## config.mk

```make
export PLATFORM = sky130hd
export DESIGN_NAME = vspg_front
export DESIGN_NICKNAME = d
export VERILOG_FILES = /design/src/rtl/vspg_pkg.sv /design/src/rtl/vspg_front.sv
export SDC_FILE = /design/constraint.sdc
export NUM_CORES = 2
export LEC_CHECK = 0
export ABC_AREA = 1
export BUFFER_PORTS_ARGS = -buffer_cell sky130_fd_sc_hd__buf_2
export CAP_MARGIN = 10
export CORE_ASPECT_RATIO = 0.8
export CORE_MARGIN = 2
export CORE_UTILIZATION = 30
export CTS_BUF_LIST = sky130_fd_sc_hd__clkbuf_8
export CTS_CLUSTER_DIAMETER = 40
export CTS_CLUSTER_SIZE = 20
export DETAILED_ROUTE_END_ITERATION = 8
export PLACE_DENSITY_LB_ADDON = 0.15
export SYNTH_ARGS = -nofsm -noshare
export SYNTH_HDL_FRONTEND = slang
export SYNTH_SLANG_ARGS = --single-unit
export TNS_END_PERCENT = 50
```

## constraint.sdc

```tcl
create_clock -name clk_i -period 8.6 [get_ports clk_i]
set_input_delay 0.86 -clock clk_i [delete_from_list [all_inputs] [get_ports clk_i]]
set_output_delay 0.86 -clock clk_i [all_outputs]
set_load 0.03 [all_outputs]
```

## src/rtl/vspg_pkg.sv

```systemverilog
`default_nettype none
package vspg_pkg;

  localparam int unsigned CoordW = 44;

  localparam logic [2:0] ReqRead   = 3'd0;
  localparam logic [2:0] ReqWrite  = 3'd1;
  localparam logic [2:0] ReqAdd    = 3'd2;
  localparam logic [2:0] ReqStamp  = 3'd3;
  localparam logic [2:0] ReqRemove = 3'd4;

  localparam logic [1:0] CfgBase  = 2'd0;
  localparam logic [1:0] CfgDecay = 2'd1;
  localparam logic [1:0] CfgInv   = 2'd2;

  localparam logic signed [31:0] OutsideMark = 32'sd25600000;

  // Classified request handed from the front to the back
  typedef struct packed {
    logic [2:0]                req;
    logic signed [CoordW-1:0]  x;
    logic signed [CoordW-1:0]  y;
    logic signed [CoordW-1:0]  z;
    logic signed [31:0]        data;
    logic                      in_box;
  } vspg_cmd_t;

  // Saturating add of a 33-bit signed delta
  function automatic logic signed [31:0] sat_add(input logic signed [31:0] a,
                                                 input logic signed [32:0] b);
    logic signed [33:0] s;
    s = 34'(a) + 34'(b);
    if (s > 34'sd2147483647) return 32'sh7fffffff;
    if (s < -34'sd2147483648) return 32'sh80000000;
    return s[31:0];
  endfunction

  // Round a Q.16 value half away from zero
  function automatic logic signed [CoordW-1:0] round_q16(input logic signed [CoordW-1:0] v);
    logic [CoordW-1:0] m;
    logic [CoordW-1:0] r;
    m = v[CoordW-1] ? CoordW'(-v) : CoordW'(v);
    r = (m + CoordW'(32768)) >> 16;
    return v[CoordW-1] ? -$signed(r) : $signed(r);
  endfunction

endpackage
`default_nettype wire

```

## src/rtl/vspg_front.sv

```systemverilog
`default_nettype none
module vspg_front #(
  parameter int unsigned GRID_EDGE = 32
) (
  input  wire logic                     clk_i,
  input  wire logic                     rst_ni,
  input  wire logic                     in_valid_i,
  output logic                          in_ready_o,
  input  wire logic [2:0]               req_type_i,
  input  wire logic signed [23:0]       pos_x_i,
  input  wire logic signed [23:0]       pos_y_i,
  input  wire logic signed [23:0]       pos_z_i,
  input  wire logic signed [31:0]       data_value_i,
  input  wire logic [15:0]              inv_cell_i,
  output logic                          cmd_valid_o,
  input  wire logic                     cmd_ready_i,
  output vspg_pkg::vspg_cmd_t           cmd_o
);
  import vspg_pkg::*;

  localparam logic signed [CoordW-1:0] Half = CoordW'(GRID_EDGE / 2) <<< 16;
  localparam logic signed [CoordW-1:0] Edge = CoordW'(GRID_EDGE);

  // Stage 1: multiply each axis by the reciprocal cell size
  logic               s1_valid_q;
  logic [2:0]         s1_req_q;
  logic signed [CoordW-1:0] s1_px_q, s1_py_q, s1_pz_q;
  logic signed [31:0] s1_data_q;
  // Stage 2: rounded, classified command
  logic               s2_valid_q;
  vspg_cmd_t          s2_q;
  logic signed [CoordW-1:0] rx, ry, rz;
  logic               s1_adv, s2_free;

  assign s2_free    = !s2_valid_q || cmd_ready_i;
  assign s1_adv     = s1_valid_q && s2_free;
  assign in_ready_o = !s1_valid_q || s2_free;

  always_ff @(posedge clk_i or negedge rst_ni) begin
    if (!rst_ni) begin
      s1_valid_q <= 1'b0;
      s2_valid_q <= 1'b0;
    end else begin
      if (in_ready_o) s1_valid_q <= in_valid_i;
      if (s2_free) s2_valid_q <= s1_valid_q;
    end
  end

  always_ff @(posedge clk_i) begin
    if (in_valid_i && in_ready_o) begin
      s1_req_q  <= req_type_i;
      s1_px_q   <= CoordW'(pos_x_i) * $signed({1'b0, inv_cell_i});
      s1_py_q   <= CoordW'(pos_y_i) * $signed({1'b0, inv_cell_i});
      s1_pz_q   <= CoordW'(pos_z_i) * $signed({1'b0, inv_cell_i});
      s1_data_q <= data_value_i;
    end
  end

  // Centre x and z, round, test the box
  assign rx = round_q16(s1_px_q + Half);
  assign ry = round_q16(s1_py_q);
  assign rz = round_q16(s1_pz_q + Half);

  always_ff @(posedge clk_i) begin
    if (s1_adv) begin
      s2_q.req    <= s1_req_q;
      s2_q.x      <= rx;
      s2_q.y      <= ry;
      s2_q.z      <= rz;
      s2_q.data   <= s1_data_q;
      s2_q.in_box <= rx >= 0 && ry >= 0 && rz >= 0 && rx < Edge && ry < Edge && rz < Edge;
    end
  end

  assign cmd_valid_o = s2_valid_q;
  assign cmd_o       = s2_q;
endmodule
`default_nettype wire

```

* Word-level counts from Yosys, hierarchy flattened
Index checks and enable logic that the tools add are counted.
Cells by class: add/sub/neg operators 11, multipliers 3, $lt $le $gt $ge 6, mux-type cells 6, reduce and logical (&&, ||, !) cells 11
Operator list (count):
- 2-to-1 mux 44 bit | 6
- adder 44 x 16 -> 44 bit (second input constant) | 3
- greater-or-equal comparator 44 x 1 -> 1 bit (second input constant) | 3
- < comparator 44 x 7 -> 1 bit (second input constant) | 3
- negation 28 -> 44 bit | 3
- negation 44 bit | 3
- multiplier 24 x 17 -> 41 bit | 3
- adder 44 x 22 -> 44 bit (second input constant) | 2
- logical AND 1 bit | 7
- logical NOT 1 bit | 2
- logical OR 1 bit | 2
Word-level totals: flip-flop bits (word level) 337, output and inout port bits 170, logic and storage cells 50

* Longest topological paths before layout
word-level depth 12, gate-level depth with buffers 36, mapped depth without buffers 34

* Least setup slack after synthesis
Ideal clock, no wire load.
kind input port to flip-flop, start input cmd_ready_i, end register s2_q (netlist bit cmd_o[0]) (enable), arrival 8.964 ns, data required time 7.849 ns, path slack -1.115 ns, cell stages on the path 2, cell sequence inv_1 a21oi_1
Between the ends: longest elaborated chain between the ends 2
RTL lines:
- start, declared | RTL line vspg_front.sv:16 | input wire logic cmd_ready_i,
- logical OR 1 bit | RTL line vspg_front.sv:35 | assign s2_free = !s2_valid_q || cmd_ready_i;
- logical AND 1 bit | RTL line vspg_front.sv:36 | assign s1_adv = s1_valid_q && s2_free;
- net s1_adv | RTL line vspg_front.sv:33 | logic s1_adv, s2_free;
- end, declared | RTL line vspg_front.sv:31 | vspg_cmd_t s2_q;
The timed path passes the listed nets, and every way through them passes these cells. A chain may end at the register's enable or synchronous reset.

* Final worst setup path
start input inv_cell_i[4], end register s1_py_q[39], data pin
Between the ends: longest elaborated chain between the ends 1
RTL lines:
- start, declared | RTL line vspg_front.sv:14 | input wire logic [15:0] inv_cell_i,
- multiplier 24 x 17 -> 41 bit | RTL line vspg_front.sv:53 | s1_py_q <= CoordW'(pos_y_i) * $signed({1'b0, inv_cell_i});
- end signal, assigned | RTL line vspg_front.sv:53
- end, declared | RTL line vspg_front.sv:27 | logic signed [CoordW-1:0] s1_px_q, s1_py_q, s1_pz_q;
No other way between the ends.

==> results.py <==
metrics = {
    "cts": {
        "clk_pin_slew_ns": 0.07,
        "clk_latency_ns": 0.76,
        "cts-root-buf": "clkbuf_8",
        "cts.sinks": 328,
        "cts_tree": "done",
        "ctsResizeCount": 0,
        "clock_path_buffers": 3,
        "htree_num_levels": 3,
        "numCtsBuffers": 67,
    },
    "global_routing": {
        "grt_use_total": 0.184,
        "overflow": 0,
        "grt_pass1_vias": 51322,
        "grt_max_degree": 77,
        "antenna_found_initial": 20,
        "grt_pass1_wl_microns": 303000,
    },
    "floorplanning": {
        "die_w_microns": 515,
        "coreArea_sq_mm": 0.208,
        "io_pins": 297,
        "die_y_microns": 413,
        "row_count": 150,
        "die_area_sq_mm": 0.213,
        "initial_utilization": 0.301,
    },
    "place": {
        "place.gp.congestion": 0.860,
        "dpl.hpwl_microns": 157000,
        "portBuffers": 296,
    },
    "synth": {
        "yosys-mux-area-fraction": 0,
        "synth_top_family_by_area": "adder cells",
        "synth_top_area_cell": "fa_1",
        "synthAdderAreaFrac": 0.423,
        "synth_cell_type_count": 54,
        "ys_top_cells_by_area": "fa_1 (36%), edfxtp_1 (16%), nand2_1 (14%), inv_1 (13%), ha_1 (6.2%)",
        "ys.flop_type": "edfxtp_1",
        "synth_compound_area_frac": 0.0265,
        "async_flop_share": 0.00610,
        "ys_seq_elements": 328,
        "avgSynthCellArea_sq_um": 7.84,
        "synth_edf_count": 326,
        "synth_nets": 9576,
        "synth_top_cell_area_share": 0.361,
        "syn_area_sq_mm": 0.0628,
        "synth_cells": 8006,
        "synth_simple_gate_area_frac": 0.223,
        "yosys_warnings": 0,
        "synth_xor_area_frac": 0.0230,
        "ys_seq_area_frac": 0.157,
    },
    "sta": {
        "finalSetupTns_ns": 0,
        "fmax_ghz": 0.136,
        "finalSetupViolations": 0,
        "worst_pin_slew_ns": 0.996,
        "fin_skew_ns": 0.0668,
        "hold_viol": 0,
        "slew_headroom": 0.336,
        "finalCriticalPeriod_ns": 7.37,
        "drv_slew": 0,
        "rsz0062_at_grt": "no",
        "period_share": 0.857,
    },
    "critical_path": {
        "cp.required_ns": 9.03,
        "cpMostUsedCell": "nand2_1",
        "cp_max_fo": 25,
        "slowest_delay_ns": 0.70,
        "crit_start": "inv_cell_i[4]",
        "arrival_ns": 7.81,
        "crit_type": "input port to flop",
        "path_buf_inv": 7,
        "critPathLaunchType": "input port",
        "cp-end-kind": "flop",
        "critPathTopFamily": "adder cells",
        "slowest_stage": "buf_2",
        "timing.rr.start": "s1_pz_q[42]$_DFFE_PP_",
    },
    "status": {
        "status": "completed",
    },
    "drt": {
        "postRouteAntennaNets": 0,
        "drt-total-wl_microns": 191000,
        "firstDrtPassIters": 6,
        "wl_per_cell_microns": 17.5,
        "drt_iter0_drc": 3241,
        "avgViaCountPerCell": 4.48,
        "vias": 48991,
        "drc": 0,
    },
    "final_layout": {
        "drive_above_1_share": 0.0851,
        "syn2layout_area_growth_pct": 9.63,
        "final_nets": 9711,
        "final_cell_mix": "nand2_1 (2,359), inv_1 (2,113), fa_1 (1,131)",
        "num-fill-cells": 22283,
        "register_area_sq_mm": 0.00984,
        "multi_input_comb_area_sq_mm": 0.0437,
        "final_common_cell": "nand2_1",
    },
    "min_path": {
        "hold_path.class": "input port to flop",
        "hold_start": "data_value_i[9]",
    },
    "job": {
        "max_cap_violations": 0,
    },
}
repair_timing:
action                                 in CTS  in global routing
hold buffers                                1                  0
setup buffers                               0                  0
endpoints found under the hold margin       2                  0
final timing paths:
| path | end | slack, ns | cells past startpoint |
|---|---|---|---|
| worst max-delay path | s1_py_q[39]$_DFFE_PP_ | 1.23 | 32 |
| max in group asynchronous | s1_valid_q$_DFFE_PN0N_ | 8.10 | 2 |
| worst min-delay path | s1_data_q[9]$_DFFE_PP_ | 0.27 | 1 |
| worst max register to register | cmd_o[0]$_DFFE_PP_ | 3.56 | 21 |
| worst min register to register | cmd_o[19]$_DFFE_PP_ | 0.42 | 0 |
| min in group asynchronous | cmd_valid_o$_DFFE_PN0P_ | 0.40 | 2 |
metal layers:
metal	GRT usage	wire [microns]	vias to the layer above
li1	-	-	23507
met1	0.286	99700	24030
met2	0.264	76000	1281
met3	0.0341	12200	167
met4	0.0336	3120	6
met5	0	35	-
registers in the layout, summed over array words and instances, names as in the netlist:
signal and flops:
cmd_valid_o 1, s1_pz_q 41, cmd_o 168, s1_valid_q 1
s1_req_q 3, s1_px_q 41, s1_data_q 32, s1_py_q 41
cell families (layout without fill, tap and decap cells):
family / count (synthesis) / count (layout)
AOI/OAI and AO/OA: 292 / 292
xor gates and xnor gates: 164 / 164
adders and majority gates: 1443 / 1443
buffers and inverters: 2443 / 2632
DFF: 328 / 328
other: 0 / 10
and+or+nand+nor: 3336 / 3336
cell usage after synthesis (50+ instances only):
cell / instances
o21ai_0: 86
edfxtp_1: 326
nand2_1: 2359
nand4_1: 67
nand3_1: 319
xnor2_1: 66
inv_1: 2112
nor2_2: 50
nand2_2: 57
xor2_1: 97
fa_1: 1131
a21oi_1: 137
ha_1: 312
nor2_1: 367
clkbuf_1: 279
through the flow:
step	hold WS (ns)	setup slack (ns)	area [sq um]	utilization	instances
6_report	0.273	1.23	68800	0.330	10941
5_1_grt	0.194	0.792	68800	0.330	10939
3_5_place_dp	0.405	0.509	67200	0.323	10807
2_1_floorplan	0.400	1.41	62800	-	8006
4_1_cts	0.174	1.29	68800	0.330	10931
3_3_place_gp	0.401	0.523	67200	0.323	10807
cell type report:
cell class / instances / area share
Sequential cell: 328 / 0.143
Antenna cell: 10 / 0.000364
Clock inverter: 54 / 0.00847
Inverter: 2137 / 0.117
Multi-Input combinational cell: 5235 / 0.635
Clock buffer: 69 / 0.0138
Tap cell: 2736 / 0.0498
Timing Repair Buffer: 372 / 0.0332
Power is left out: the tool's default activity adds up to more than one toggle a clock period on the data nets, which glitch-free logic cannot reach.
